### src/rtl/core/ps2md_pkg.sv
// PS/2 mouse packet decoder: shared types and constants.
// No dependencies; imported by ps2_mouse_packet_decoder_top.
`timescale 1ns / 1ps

package ps2md_pkg;

    localparam int BYTE_W    = 8;
    localparam int DX_W      = 9;
    localparam int DY_W      = 10;
    localparam int WHEEL_W   = 9;
    localparam int BUTTONS_W = 5;
    localparam int COUNT_W   = 2;
    localparam int STORE_D   = 3;

    typedef logic [BYTE_W-1:0]  byte_t;
    typedef logic [COUNT_W-1:0] count_t;

    // Mouse identity codes
    localparam byte_t ID_WHEEL     = 8'd3;
    localparam byte_t ID_FIVE_BTN  = 8'd4;

    // Byte 0 bit positions
    localparam int B0_SYNC_BIT  = 3;
    localparam int B0_XSIGN_BIT = 4;
    localparam int B0_YSIGN_BIT = 5;
    localparam byte_t B0_OVF_MASK = 8'hc0;

    // Byte counts at which a packet completes
    localparam count_t LAST_IDX_SHORT = 2'd2;
    localparam count_t LAST_IDX_LONG  = 2'd3;

endpackage

### src/rtl/core/ps2_mouse_packet_decoder_top.sv
// PS/2 mouse packet decoder, top level and only module.
// Depends on ps2md_pkg (widths, identity codes, byte 0 bit positions).
`timescale 1ns / 1ps

// Accepts one raw PS/2 mouse byte per transfer on the data_byte channel and
// assembles 3-byte packets (or 4-byte IntelliMouse packets when device_id is
// 3 or 4). While no packet is in progress, a byte with bit 3 clear is dropped
// to regain sync. A completed packet with either overflow bit of byte 0 set
// is dropped; any other packet yields one transfer on the result channel with
// delta_x, delta_y (negated, positive is down), wheel (negated) and buttons.
// Throughput is one byte per clock cycle while in_stall is low; the last byte
// of a packet passes through the input register, and its result is then
// registered in the result register until it is taken. in_stall
// rises only when the result register holds an untaken result and the input
// register holds a byte. device_id is written through the cfg port (always
// ready) and must only change while the block holds no byte in flight.
module ps2_mouse_packet_decoder_top
    import ps2md_pkg::*;
(
    input  logic                 clk,
    input  logic                 rst_n,
    // configuration write channel
    input  logic                 cfg_valid,
    output logic                 cfg_ready,
    input  logic [BYTE_W-1:0]    cfg_data,
    // input byte channel
    input  logic                 in_valid,
    output logic                 in_stall,
    input  logic [BYTE_W-1:0]    data_byte,
    // result channel
    output logic                 out_valid,
    input  logic                 out_stall,
    output logic signed [DX_W-1:0]    delta_x,
    output logic signed [DY_W-1:0]    delta_y,
    output logic signed [WHEEL_W-1:0] wheel,
    output logic [BUTTONS_W-1:0] buttons
);

    // ------------------------------------------------------------------
    // Registers
    // ------------------------------------------------------------------
    byte_t  device_id_reg;
    count_t byte_count_reg, byte_count_next;
    byte_t  store_reg [STORE_D];

    logic   s1_valid_reg;
    byte_t  s1_byte_reg;

    logic                       out_valid_reg;
    logic signed [DX_W-1:0]     delta_x_reg, delta_x_next;
    logic signed [DY_W-1:0]     delta_y_reg, delta_y_next;
    logic signed [WHEEL_W-1:0]  wheel_reg, wheel_next;
    logic [BUTTONS_W-1:0]       buttons_reg, buttons_next;

    // ------------------------------------------------------------------
    // Handshake
    // ------------------------------------------------------------------
    logic out_free;   // result register can take a new result this cycle
    logic s1_fire;    // byte in the input register is processed this cycle
    logic in_fire;

    assign out_free  = !out_valid_reg || !out_stall;
    assign s1_fire   = s1_valid_reg && out_free;
    assign in_stall  = s1_valid_reg && !out_free;
    assign in_fire   = in_valid && !in_stall;
    assign cfg_ready = 1'b1;

    // ------------------------------------------------------------------
    // Packet assembly and decode of the byte held in the input register
    // ------------------------------------------------------------------
    logic   long_pkt;
    logic   sync_drop;
    logic   complete;
    logic   store_en;
    logic   emit;
    count_t last_idx;
    byte_t  b0, b1, b2, b3;
    logic signed [DY_W-1:0]    y_raw;
    logic signed [WHEEL_W-1:0] w_raw;

    always_comb
    begin
        long_pkt  = (device_id_reg == ID_WHEEL) || (device_id_reg == ID_FIVE_BTN);
        last_idx  = long_pkt ? LAST_IDX_LONG : LAST_IDX_SHORT;
        sync_drop = (byte_count_reg == '0) && !s1_byte_reg[B0_SYNC_BIT];
        // a count beyond the last index (id changed mid-packet) also completes
        complete  = !sync_drop && (byte_count_reg >= last_idx);
        store_en  = !sync_drop && !complete;

        byte_count_next = byte_count_reg;
        if (complete)
        begin
            byte_count_next = '0;
        end
        else if (store_en)
        begin
            byte_count_next = byte_count_reg + count_t'(1);
        end

        b0 = store_reg[0];
        b1 = store_reg[1];
        if (long_pkt)
        begin
            b2 = store_reg[2];
            b3 = s1_byte_reg;
        end
        else
        begin
            b2 = s1_byte_reg;
            b3 = '0;
        end

        emit = complete && ((b0 & B0_OVF_MASK) == '0);

        delta_x_next = {b0[B0_XSIGN_BIT], b1};
        y_raw        = {b0[B0_YSIGN_BIT], b0[B0_YSIGN_BIT], b2};
        delta_y_next = -y_raw;

        case (device_id_reg)
            ID_WHEEL:    w_raw = {b3[7], b3};
            ID_FIVE_BTN: w_raw = {{(WHEEL_W-4){b3[3]}}, b3[3:0]};
            default:     w_raw = '0;
        endcase
        wheel_next = -w_raw;

        buttons_next = {2'b00, b0[2:0]};
        if (device_id_reg == ID_FIVE_BTN)
        begin
            buttons_next[4:3] = b3[5:4];
        end
    end

    // ------------------------------------------------------------------
    // Control state
    // ------------------------------------------------------------------
    always_ff @(posedge clk or negedge rst_n)
    begin
        if (!rst_n)
        begin
            device_id_reg  <= '0;
            byte_count_reg <= '0;
            s1_valid_reg   <= 1'b0;
            out_valid_reg  <= 1'b0;
        end
        else
        begin
            if (cfg_valid && cfg_ready)
            begin
                device_id_reg <= cfg_data;
            end
            // hold the input register while stalled, advance otherwise
            if (in_fire)
            begin
                s1_valid_reg <= 1'b1;
            end
            else if (s1_fire)
            begin
                s1_valid_reg <= 1'b0;
            end
            if (s1_fire)
            begin
                byte_count_reg <= byte_count_next;
            end
            // drop a taken result unless a new one replaces it
            if (out_free)
            begin
                out_valid_reg <= s1_fire && emit;
            end
        end
    end

    // ------------------------------------------------------------------
    // Payload (no reset)
    // ------------------------------------------------------------------
    always_ff @(posedge clk)
    begin
        if (in_fire)
        begin
            s1_byte_reg <= data_byte;
        end
        if (s1_fire && store_en)
        begin
            store_reg[byte_count_reg] <= s1_byte_reg;
        end
        if (s1_fire && emit)
        begin
            delta_x_reg <= delta_x_next;
            delta_y_reg <= delta_y_next;
            wheel_reg   <= wheel_next;
            buttons_reg <= buttons_next;
        end
    end

    assign out_valid = out_valid_reg;
    assign delta_x   = delta_x_reg;
    assign delta_y   = delta_y_reg;
    assign wheel     = wheel_reg;
    assign buttons   = buttons_reg;

    // ------------------------------------------------------------------
    // Assertions
    // ------------------------------------------------------------------
    a_emit_resets_count: assert property (@(posedge clk) disable iff (!rst_n)
        (s1_fire && emit) |=> (byte_count_reg == '0))
        else $error("byte count not cleared after a packet result");

    a_stall_holds_byte: assert property (@(posedge clk) disable iff (!rst_n)
        (s1_valid_reg && !out_free) |=> (s1_valid_reg && $stable(s1_byte_reg)))
        else $error("input register lost a byte while stalled");

    a_result_needs_byte: assert property (@(posedge clk) disable iff (!rst_n)
        (out_valid_reg && !$past(out_valid_reg)) |-> $past(s1_valid_reg))
        else $error("result appeared without a processed byte");

endmodule
### config.mk
export PLATFORM = sky130hd
export DESIGN_NAME = ps2_mouse_packet_decoder_top
export DESIGN_NICKNAME = d
export VERILOG_FILES = /design/src/rtl/core/ps2md_pkg.sv /design/src/rtl/core/ps2_mouse_packet_decoder_top.sv
export SDC_FILE = /design/constraint.sdc
export NUM_CORES = 1
export LEC_CHECK = 0
export ABC_CLOCK_PERIOD_IN_PS = 5100
export BUFFER_PORTS_ARGS = -buffer_cell sky130_fd_sc_hd__buf_2
export CAP_MARGIN = 10
export CORE_UTILIZATION = 30
export DETAILED_ROUTE_END_ITERATION = 16
export REMOVE_ABC_BUFFERS = 1
export SYNTH_ARGS = -nofsm -noshare
export SYNTH_HDL_FRONTEND = slang
export SYNTH_SLANG_ARGS = --single-unit
### constraint.sdc
create_clock -name clk -period 5.1 [get_ports clk]
set_input_delay 0.51 -clock clk [delete_from_list [all_inputs] [get_ports clk]]
set_output_delay 0.51 -clock clk [all_outputs]
set_load 0.005 [all_outputs]
Yosys cells after proc, flatten, opt, wreduce, memory -nomap -nowiden
Memory sizes are Yosys's and may differ from the RTL's. A register that Yosys moved wholly into a read port is not among the register bits.
Index checks and enable logic that the tools add are counted.
{"block": "classes", "add_sub_neg": 3, "order_cmp": 1, "mux": 10, "reduce_logical": 23, "n_eq_ne": 2}
{"op": "9-bit case mux with 2 select lines", "count": 1}
{"op": "8-bit two-way mux", "count": 2}
{"op": "9-bit negation with 10-bit output", "count": 1}
{"op": "1-bit logical AND", "count": 9}
{"op": "9-bit negation", "count": 1}
{"op": "8-bit by 2-bit equality test with 1-bit output (second input constant)", "count": 1}
{"op": "8-bit by 3-bit equality test with 1-bit output (second input constant)", "count": 1}
{"op": "8-bit logical NOT", "count": 1}
{"op": "1-bit logical NOT", "count": 7}
{"op": "1-bit two-way mux", "count": 5}
{"op": "2-bit two-way mux", "count": 2}
{"op": "2-bit nonzero test", "count": 2}
{"op": "2-bit by 1-bit adder with 2-bit output (second input constant)", "count": 1}
{"op": "2-bit greater-or-equal comparator", "count": 1}
{"op": "2-bit logical NOT", "count": 1}
{"op": "1-bit logical OR", "count": 2}
{"op": "2-bit AND reduction", "count": 1}
{"block": "word_totals", "ramBits": 24, "mem_count": 1, "output_inout_bits": 36, "in_bits": 21, "reg_bits": 53}
{"name": "store_reg", "words": 3, "width": 8, "read_ports": 3, "rd_clocked_by_memory_dff": 1, "wr": 1, "line_no": "ps2_mouse_packet_decoder_top.sv:44", "text": "byte_t store_reg [STORE_D];"}

Depth between registers and ports, before layout
Gate-level depths: netlist of run 1.
{"block": "logic_depth", "ltp_word": 10, "depth_mapped": 11, "ltp_nobuf": 9}

Worst setup path before layout of run 1
No wires, ideal clock.
{"block": "synth_timing", "path_kind": "register to register", "startpoint": "reg device_id_reg[0]", "endpoint": "reg buttons_reg[0], in the netlist buttons[0], enable pin", "setup_time_ns": 0.509, "n_path_buf": 3, "slack_ns": -0.191, "stages_incl_launch_ff": 10, "required_time_ns": 4.591, "arrival_time_ns": 4.781, "period_less_slack_ns": 5.291, "path_cell_list": "dfrtp_1 and3b_1 buf_6 o211ai_2 buf_6 inv_2 buf_6 ha_1 o21ai_0 nor4_1"}
{"block": "synth_via", "elab_chain_len": 7, "word_cells_on_any_way": 8, "classes_between": "order compare: 1; eq/ne: 2; mux: 1; reduce/logical: 4"}
{"element": "from (decl)", "line_no": "ps2_mouse_packet_decoder_top.sv:42", "text": "byte_t device_id_reg;"}
{"element": "from (signal assigned)", "line_no": "ps2_mouse_packet_decoder_top.sv:149", "text": "device_id_reg <= cfg_data;"}
{"element": "8-bit by 2-bit equality test with 1-bit output / 8-bit by 3-bit equality test with 1-bit output (equally long branches)", "line_no": "ps2_mouse_packet_decoder_top.sv:83", "text": "long_pkt = (device_id_reg == ID_WHEEL) || (device_id_reg == ID_FIVE_BTN);"}
{"element": "1-bit logical OR *", "line_no": "ps2_mouse_packet_decoder_top.sv:83"}
{"element": "1-bit two-way mux *", "line_no": "ps2_mouse_packet_decoder_top.sv:84", "text": "last_idx = long_pkt ? LAST_IDX_LONG : LAST_IDX_SHORT;"}
{"element": "2-bit greater-or-equal comparator *", "line_no": "ps2_mouse_packet_decoder_top.sv:87", "text": "complete = !sync_drop && (byte_count_reg >= last_idx);"}
{"element": "1-bit logical AND *", "line_no": "ps2_mouse_packet_decoder_top.sv:87"}
{"element": "1-bit logical AND *", "line_no": "ps2_mouse_packet_decoder_top.sv:113", "text": "emit = complete && ((b0 & B0_OVF_MASK) == '0);"}
{"element": "1-bit logical AND *", "line_no": "ps2_mouse_packet_decoder_top.sv:185", "text": "if (s1_fire && emit)"}
{"element": "to (signal assigned)", "line_no": "ps2_mouse_packet_decoder_top.sv:190", "text": "buttons_reg <= buttons_next;"}
{"element": "to (decl)", "line_no": "ps2_mouse_packet_decoder_top.sv:53", "text": "logic [BUTTONS_W-1:0] buttons_reg, buttons_next;"}
Mark *: on every way between the ends. The rest lies on a longest branch, timed or not.
A chain may end at the register's enable or synchronous reset.

Worst setup path after layout of run 1
{"block": "layout_timing", "startpoint": "reg device_id_reg[0]", "endpoint": "mem store_reg[1][0] (netlist name), enable pin"}
{"block": "layout_via", "elab_chain_len": 10, "word_cells_on_any_way": 11, "classes_between": "order compare: 1; eq/ne: 2; mux: 3; reduce/logical: 5"}
{"element": "8-bit by 2-bit equality test with 1-bit output / 8-bit by 3-bit equality test with 1-bit output (equally long branches)", "line_no": "ps2_mouse_packet_decoder_top.sv:83"}
{"element": "1-bit logical OR *", "line_no": "ps2_mouse_packet_decoder_top.sv:83"}
{"element": "1-bit two-way mux *", "line_no": "ps2_mouse_packet_decoder_top.sv:84"}
{"element": "2-bit greater-or-equal comparator *", "line_no": "ps2_mouse_packet_decoder_top.sv:87"}
{"element": "1-bit logical AND *", "line_no": "ps2_mouse_packet_decoder_top.sv:87"}
{"element": "1-bit logical NOT *", "line_no": "ps2_mouse_packet_decoder_top.sv:88", "text": "store_en = !sync_drop && !complete;"}
{"element": "1-bit logical AND *", "line_no": "ps2_mouse_packet_decoder_top.sv:88"}
{"element": "1-bit logical AND *", "line_no": "ps2_mouse_packet_decoder_top.sv:181", "text": "if (s1_fire && store_en)"}
{"element": "1-bit two-way mux *", "line_no": "ps2_mouse_packet_decoder_top.sv:181"}
{"element": "1-bit two-way mux (not written as such) *", "line_no": "ps2_mouse_packet_decoder_top.sv:183", "text": "store_reg[byte_count_reg] <= s1_byte_reg;"}
{"element": "to (decl)", "line_no": "ps2_mouse_packet_decoder_top.sv:44"}
Marked as above.

==> flow_results.org, run 1 <==
** GRT
- The initial antenna violation count is 0.
- Global-route wire length before repair :: 9.75 mm
- Global routing usage on met1 :: 0.160
- Final global-route overflow total :: 0
- Entering global routing, the biggest net connects 22 pins.
- In the global route stage, met2 resource usage came out at 0.169.
- Most heavily used metal layer in global routing :: met2
- The number of global-route vias before repair was 1906.
- In the global route stage, overall resource usage came out at 0.117.
- Met3 usage in global routing :: 0.0433

** STA
- For the final database, setup skew stands at 0.0140 ns.
- Max transition margin :: 0.622
- After routing, the total negative slack on setup checks comes to 0 ns.
- Number of hold violations in the final report :: 0
- Setup violations remaining at the end of the flow were counted as 0.
- Setup repair after global routing left no endpoint under its margin.
- Smallest setup slack after layout :: 1.92 ns
- Slew at the pin with the worst max-slew slack :: 0.565 ns
- Maximum clock frequency :: 315 MHz
- After layout, the minimum clock period comes to 3.18 ns.
- Slew Viols, Final :: 0
- Period Utilization, post-route :: 0.623
- Worst Hold Margin :: 0.0183 ns

** Synth
- Synthesized flop and latch total :: 76
- The synthesized design contains 64 enable-type register cells.
- The synthesized netlist contains 49 unique library cells.
- Sequential-to-total area share from yosys stat :: 0.693
- Synthesis produced a netlist whose cell count is 210.
- Summed over all instances, the cell type with the most area after synthesis is sky130_fd_sc_hd__edfxtp_1.
- Share of flip-flops with an asynchronous set or reset after synthesis :: 0.158
- Average cell area after synthesis :: 15.3 µm²
- Total standard cell area after synthesis :: 0.00321 mm²
- By area the synthesized netlist is led by sky130_fd_sc_hd__edfxtp_1, sky130_fd_sc_hd__dfrtp_1, sky130_fd_sc_hd__mux2_2.
- The most used flip-flop cell after synthesis is sky130_fd_sc_hd__edfxtp_1.
- The share of synthesized area in the top cell type comes to 0.599.
- For this run, the number of Yosys warnings is 0.

** Status
- The run finished with clean final reports.

** Clocking
- Num Clock Sinks :: 76
- After clock tree synthesis, the clock-pin slew on the worst setup and hold paths is 0.08 ns.
- Number of hold-repair buffers added at the cts stage :: 0
- In this run the number of H-tree levels came out at 3.
- CTS tree :: built
- The clock reaches the later pin of the worst-skew pair after 0.36 ns.
- Post-CTS setup-driven buffer insertion count :: 0
- Resized cells post-CTS :: 0
- Root buf cell :: sky130_fd_sc_hd__clkbuf_8
- Bufs on Longest Clock Path :: 2
- TritonCTS created 9 clock buffers.

** Placed design
- Before CTS, the worst setup slack after placement is 1.97 ns.
- DP Wirelength :: 4.33 mm
- Cells after DPL :: 395
- Global placement routability congestion :: 0.801
- Number of buffers inserted by port buffering :: 55

** Detailed routing
- After the first detailed-routing iteration, the DRC count stood at 90.
- Total number of vias :: 1851
- The pre-antenna-repair detailed-routing pass consisted of 4 iterations.
- Once detail routing completed, the nets flagged for antenna violations numbered 0.
- In the final routed layout, each cell accounts on average for 14.3 µm.
- Wirelength, routed :: 5.89 mm
- Vias per std cell :: 4.50
- After detailed routing, the number of remaining DRC violations is 0.

** Floorplanning
- Number of top-level pins :: 57
- Cell Rows :: 37
- The initial utilization of the core area, before any placement, comes to 0.311.
- Die H :: 105 µm
- Die span in x :: 105 µm
- Core box area :: 0.0103 mm²
- The floorplan step defined a die boundary enclosing 0.0111 mm².

** Finish
- Measured on the finished design, the core utilization comes to 0.366.
- Area used by multi-input combinational logic :: 881 µm²
- Antenna diode instance count :: 0
- At the end of the flow, the number of nets in the layout was 297.
- Excluding fillers, the count of instances in the completed layout stands at 411.
- Layout area overhead :: 17.8%
- The register with the most flip-flops in the layout has 23 of them.
- Number of fill cells in the layout :: 1004
- In the final layout, flip-flops and latches occupy 0.00222 mm².
- Share of cells above drive strength 1 :: 0.367

** Pwr
- Of the total power, the clock network draws 0.309.
- Int Power :: 0.994 mW
- The worst-case IR drop observed on VDD is 0.139 mV.
- Net Sw Frac :: 0.270
- Reported net switching power :: 0.367 mW
- Power density normalized to cell area :: 360 mW/mm²
- Fraction of power consumed by sequential logic :: 0.579
- The share of total power dissipated in combinational logic is 0.111.
- The analysis attributes to cell leakage a power of 1.42 nW.

** Worst setup path
- Traced cell by cell, the critical path runs through and3b_1 > o211ai_2 > inv_2 > ha_1 > o21ai_0 > nor2b_1 > and2_1.
- Startpoint Class :: flop
- Maximum net fanout on the critical path :: 11
- Counting both buffers and inverters, the worst setup path holds a total of 1.
- STA puts the critical path data required time at 5.12 ns.
- Flop2flop setup slack :: 1.92 ns
- For the worst setup path, the data arrival time is 3.20 ns.
- The largest single stage delay on the critical path is 0.53 ns.
- Critical path class :: flop to flop
- The worst setup path is captured at a flop.
- Cell with the largest stage delay on the worst path :: sky130_fd_sc_hd__o211ai_2
- In this design, the largest share of critical-path delay is due to simple AND/OR/NAND/NOR gates.

** Hold path
- The min-delay analysis places its worst path in the category input pin to asynchronous set/reset pin.

** Flow run
- The tool flagged a number of max-cap violations equal to 0.
## synthesized netlist by cell type, types with 3 or more instances
library cell / count
sky130_fd_sc_hd__ha_1: 6
sky130_fd_sc_hd__nand2b_1: 4
sky130_fd_sc_hd__nand2_1: 13
sky130_fd_sc_hd__mux2i_1: 4
sky130_fd_sc_hd__dfrtp_1: 12
sky130_fd_sc_hd__and2_1: 5
sky130_fd_sc_hd__nand3_1: 3
sky130_fd_sc_hd__mux2_2: 9
sky130_fd_sc_hd__buf_6: 4
sky130_fd_sc_hd__nor3_1: 3
sky130_fd_sc_hd__o21ai_0: 3
sky130_fd_sc_hd__nor2_1: 10
sky130_fd_sc_hd__inv_1: 8
sky130_fd_sc_hd__edfxtp_1: 64
sky130_fd_sc_hd__a21oi_1: 10
sky130_fd_sc_hd__xor2_1: 6
sky130_fd_sc_hd__xnor2_1: 6
## area by class of cell
type | instances | area share
Timing Repair Buffer | 57 | 0.0768
Sequential cell | 76 | 0.588
Inverter | 9 | 0.00894
Tap cell | 136 | 0.0450
Multi-Input combinational cell | 117 | 0.233
Clock inverter | 7 | 0.0152
Clock buffer | 9 | 0.0328
## power groups by stage
stage               logic (mW)  registers (mW)  clock network [mW]
floorplan               0.0961           0.792                   0
global placement         0.153           0.802                   0
detailed placement       0.153           0.804                   0
CTS                      0.154           0.790               0.435
global route             0.173           0.796               0.458
finish                   0.152           0.788               0.421
## stage by stage
stage	total power [mW]	cell area (µm²)
after global placement	0.955	3600
after global routing	1.43	3780
after CTS	1.38	3780
after detailed placement	0.957	3600
after floorplan	0.888	3130
final	1.36	3780
## path summary, 6_finish.rpt
kind / from / to / cells after the start
setup / recovery: device_id_reg[0]$_DFFE_PN0P_ / store_reg[1][0]$_DFFE_PP_ / 7
max in group asynchronous: rst_n / byte_count_reg[1]$_DFFE_PN0P_ / 1
setup reg to reg: device_id_reg[0]$_DFFE_PN0P_ / store_reg[1][0]$_DFFE_PP_ / 7
hold reg to reg: store_reg[0][0]$_DFFE_PP_ / buttons[0]$_DFFE_PP_ / 0
min in group clk: data_byte[5] / s1_byte_reg[5]$_DFFE_PP_ / 1
hold / removal: rst_n / device_id_reg[4]$_DFFE_PN0P_ / 1
## layer usage
| metal | part of all wire | wire length, µm |
|---|---|---|
| met3 | 0.067 | 393 |
| met1 | 0.50 | 2940 |
| met4 | 0.011 | 65 |
| met2 | 0.42 | 2500 |
| met5 | 0 | 0 |
## placed cells by master (no fill, tap or decap), types with 2 or more instances in the layout
master and count:
sky130_fd_sc_hd__a21oi_1 10, sky130_fd_sc_hd__inv_1 8, sky130_fd_sc_hd__o21ai_0 3, sky130_fd_sc_hd__clkbuf_8 9, sky130_fd_sc_hd__nand3_1 3, sky130_fd_sc_hd__clkinvlp_4 3
sky130_fd_sc_hd__nor3_2 2, sky130_fd_sc_hd__dfrtp_1 12, sky130_fd_sc_hd__and3_2 2, sky130_fd_sc_hd__ha_1 6, sky130_fd_sc_hd__nor2_1 10, sky130_fd_sc_hd__inv_6 4
sky130_fd_sc_hd__nor3_1 3, sky130_fd_sc_hd__and2_1 5, sky130_fd_sc_hd__xnor2_1 6, sky130_fd_sc_hd__buf_4 2, sky130_fd_sc_hd__and3b_1 2, sky130_fd_sc_hd__nand2_1 13
sky130_fd_sc_hd__mux2i_1 4, sky130_fd_sc_hd__nand2b_1 4, sky130_fd_sc_hd__nor2b_1 2, sky130_fd_sc_hd__and3_1 2, sky130_fd_sc_hd__edfxtp_1 64, sky130_fd_sc_hd__a311oi_1 2
sky130_fd_sc_hd__mux2_2 9, sky130_fd_sc_hd__xor2_1 6, sky130_fd_sc_hd__buf_2 55, sky130_fd_sc_hd__nor4_2 2
## logic make-up after synthesis
group,Yosys count,share of synthesized area
buffers and inverters,17,0.0347
XOR/XNOR,12,0.0328
other,1,0.00117
multiplexers,14,0.0488
adder cells (fa/ha/maj),6,0.0234
AO/OA/AOI/OAI,25,0.0573
flip-flops,76,0.693
AND/OR/NAND/NOR,59,0.109
No activity file was read; power rests on OpenSTA's default activity.
==> run 2: changes to the inputs <==
ABC_CLOCK_PERIOD_IN_PS = 2950   (was 5100)
clock period = 2.95 ns   (was 5.1 ns; I/O delays follow)
==> run 2 against run 1 <==
Against the previous run: total power is 81% higher; final area is 2.5% higher; critical endpoint is now delta_y[8]$_DFFE_PP_; via count hardly changed; critical path depth is 2 higher; sequential share of layout area is 1.5 points lower; count of clock-buffer cells in the layout stayed put; flip-flop and latch count stayed put; register-to-register slack worse by 1.6 ns; sequential power is 73% higher; first-iteration DRC count is 42% higher; hold slack better by 0.11 ns; core utilization is 0.93 points higher.
==> flow_results.org, run 2 (synthesis gave the netlist of run 1 again) <==
** Detailed routing
- DRT iter0 DRCs :: 128 (+42%)
- The average vias per placed instance was 4.45 (-1.1%).
- Residual DRC count :: 0 (unchanged)
- Remaining antenna violation count :: 0 (unchanged)
- The average wire length per cell after detail routing came to 14.1 µm (-1.3%).
- Total number of vias :: 1852 (+0.054%)
- Number of optimization iterations in the first detailed-route pass :: 4 (unchanged)
- The wire length after detailed routing is 5.89 mm (about the same).

** Floorplanning
- The number of cell rows is 37 (unchanged).
- The die outline width is 105 µm (unchanged).
- The core area is 0.0103 mm² (unchanged).
- Number of top-level pins :: 57 (unchanged)
- Die H :: 105 µm (unchanged)
- The die area came to 0.0111 mm² (unchanged).
- Initial core utilization :: 0.311 (unchanged)

** Pwr
- The fraction of power spent switching nets came to 0.261 (-0.00895).
- Gate power share :: 0.111 (about the same)
- Fraction of power consumed by sequential logic :: 0.550 (-0.029)
- Reported net switching power :: 0.643 mW (+75%)
- The power density over the cells came to 637 mW/mm² (+77%).
- Int Power :: 1.83 mW (+84%)
- The maximum resistive drop on vdd was 0.282 mV (+100%).
- Total design power :: 2.47 mW (+81%)
- The clock network fraction of total power came to 0.338 (+0.029).
- The leakage power summed over all cells was 1.47 nW (+3.4%).

** Finish
- The number of inserted filler cells in the final layout came to 1008 (+0.40%).
- The final instance count without filler cells is 416 (+1.2%).
- Leaving out fill and tap cells, the most frequent cells in the layout are sky130_fd_sc_hd__edfxtp_1, sky130_fd_sc_hd__buf_2, sky130_fd_sc_hd__nand2_1, sky130_fd_sc_hd__dfrtp_1.
- Net count, final :: 302 (+1.7%)
- The antenna cell count came to 0 (unchanged).
- The fraction of final layout cells with drive strength greater than 1 was 0.379 (+0.0113).
- The number of flip-flops in the largest register came to 23 (unchanged).
- Layout area overhead :: 20.8%
- Leaving out fill and tap cells, the most frequent cell in the layout is sky130_fd_sc_hd__edfxtp_1.

** Clocking
- TritonCTS built the clock tree.
- The number of CTS-inserted buffers was 9 (unchanged).
- H-tree levels :: 3 (unchanged)
- Bufs on Longest Clock Path :: 2 (unchanged)
- Post-CTS setup-driven buffer insertion count :: 0 (unchanged)
- Clock transition time at the flip-flop clock pins of the worst setup and hold paths :: 0.08 ns (about the same)
- The clock sink total is 76 (unchanged).
- Root buf cell :: sky130_fd_sc_hd__clkbuf_8
- The clock network latency to the later pin of the worst-skew pair came to 0.35 ns (about the same).

** GRT
- The overflow left after global routing was 0 (unchanged).
- The initial antenna violation count came to 0 (unchanged).
- The global-route total usage across every layer is 0.116 (-0.000903).
- Global-route wire length before repair :: 9.65 mm (-0.98%)
- Most heavily used metal layer in global routing :: met2
- Met2 GRT Util :: 0.169 (unchanged)
- The met1 layer usage reported by global route was 0.157 (-0.00291).
- Pin count of the biggest net entering global routing :: 27 (+23%)
- Via count of the first global-routing pass :: 1900 (-0.31%)
- The met3 usage in global routing is 0.0377 (-0.00557).

** Worst setup path
- Flop2flop setup slack :: 0.33 ns (-1.59 ns)
- The worst-case reg-to-reg path depth was 9 (+2).
- Slowest cell delay on critical path :: 0.41 ns (-0.12 ns)
- STA classifies the critical path startpoint as a flop.
- The data arrival time of the critical path is 2.72 ns (-0.48 ns).
- Worst r2r src :: device_id_reg[0]$_DFFE_PN0P_
- Crit path cell chain :: and3b_1 > o211ai_4 > mux2i_1 > ha_1 > nor3b_2 > nand2b_1 > nor4_1 > a21oi_1 > xor2_1
- The worst setup path is captured at a flop.
- The worst-path maximum fanout is 9 (-2).
- Endpoint of the worst register-to-register path :: delta_y[8]$_DFFE_PP_
- Worst EP required :: 3.05 ns (-2.07 ns)
- For this design, the slowest cell found on the critical path is sky130_fd_sc_hd__dfrtp_1.
- The critical path in this run is classified as flop to flop.

** Placed design
- The number of buffers inserted by port buffering came to 55 (unchanged).
- The post-place setup slack was 0.217 ns (-1.75 ns).
- The routability congestion estimate came to 0.776 (-3.1%).
- The post-detailed-placement half-perimeter wirelength was 4.20 mm (-3.0%).
- The placed instance count was 399 (+1.0%).

** Status
- Status :: finished clean

** STA
- Number of hold violations in the final report :: 0 (unchanged)
- Setup-violating endpoint count in the final report :: 0 (unchanged)
- Slew Viols, Final :: 0 (unchanged)
- Smallest setup slack after layout :: 0.331 ns (-1.59 ns)
- Maximum clock frequency :: 382 MHz (+21%)
- Setup repair after global routing left no endpoint under its margin.
- Period Utilization, post-route :: 0.888 (+0.265)
- The shortest period the worst path allows came to 2.62 ns (-0.556 ns).
- The clock skew after layout was 0.0136 ns (-0.000495 ns).

** Flow run
- The max-cap check violation count came to 0 (unchanged).

** Hold path
- The worst hold path terminates at s1_byte_reg[3]$_DFFE_PP_.
- Worst hold path startpoint :: data_byte[3]
- The min-delay analysis places its worst path in the category input pin to flop.
- Hold Path Stages :: 1
-- run 2: metal layers --
layer,routed length [µm],up-vias
li1,-,901
met1,2870,879
met2,2580,60
met3,319,12
met4,114,0
met5,0,-
-- run 2: repair_timing --
| action | in CTS | in global routing |
|---|---|---|
| hold buffers | 1 | 0 |
| endpoints found under the setup margin | 0 | 1 |
| gates resized for setup | 0 | 2 |
| endpoints found under the hold margin | 12 | 0 |
-- run 2: worst max path at each step --
stage                                  from                    to  slack, ns  depth (start not counted)
2_1_floorplan  device_id_reg[0]$_DFFE_PN0P_  buttons[0]$_DFFE_PP_      -2.43                          6
3_3_place_gp   device_id_reg[0]$_DFFE_PN0P_  delta_y[8]$_DFFE_PP_       0.33                          9
3_5_place_dp   device_id_reg[0]$_DFFE_PN0P_  delta_y[8]$_DFFE_PP_       0.22                          9
4_1_cts        device_id_reg[0]$_DFFE_PN0P_  delta_y[8]$_DFFE_PP_       0.19                          9
5_1_grt        device_id_reg[0]$_DFFE_PN0P_  delta_y[8]$_DFFE_PP_       0.09                          9
6_report       device_id_reg[0]$_DFFE_PN0P_  delta_y[8]$_DFFE_PP_       0.33                          9
-- run 2: critical path, delay by kind of cell, from the launching register on --
family          cells  cell delay [ns]
compound gates      2             0.46
xor+xnor            1             0.14
fa+ha+maj           1             0.26
flops               1             0.41
mux                 1             0.27
simple gates        4             0.84
-- run 2: power by group through the flow --
stage	Clock [mW]	Combinational, mW	Sequential [mW]
2_1_floorplan	0	0.166	1.37
3_3_place_gp	0	0.267	1.38
3_5_place_dp	0	0.274	1.38
4_1_cts	0.869	0.276	1.36
5_1_grt	0.907	0.312	1.37
6_report	0.835	0.275	1.36
-- run 2: metrics by stage --
stage	hold WS (ns)	util	cell area (µm²)	TNS [ns]
5_1_grt	0.104	0.375	3870	0
4_1_cts	0.104	0.374	3860	0
2_1_floorplan	-0.000591	-	3130	-82.38
6_report	0.128	0.375	3870	0
3_5_place_dp	0.198	0.353	3640	0
3_3_place_gp	0.185	0.353	3640	0
-- run 2: area by class of cell --
type | instances | area, µm² | area share
repair buffers | 62 | 343 | 0.0885
well taps | 136 | 170 | 0.0439
clock buffers | 9 | 124 | 0.0320
inverters | 9 | 33.8 | 0.00872
multi-input cells | 117 | 895 | 0.231
clock inverters | 7 | 87.6 | 0.0226
flip-flops and latches | 76 | 2220 | 0.573
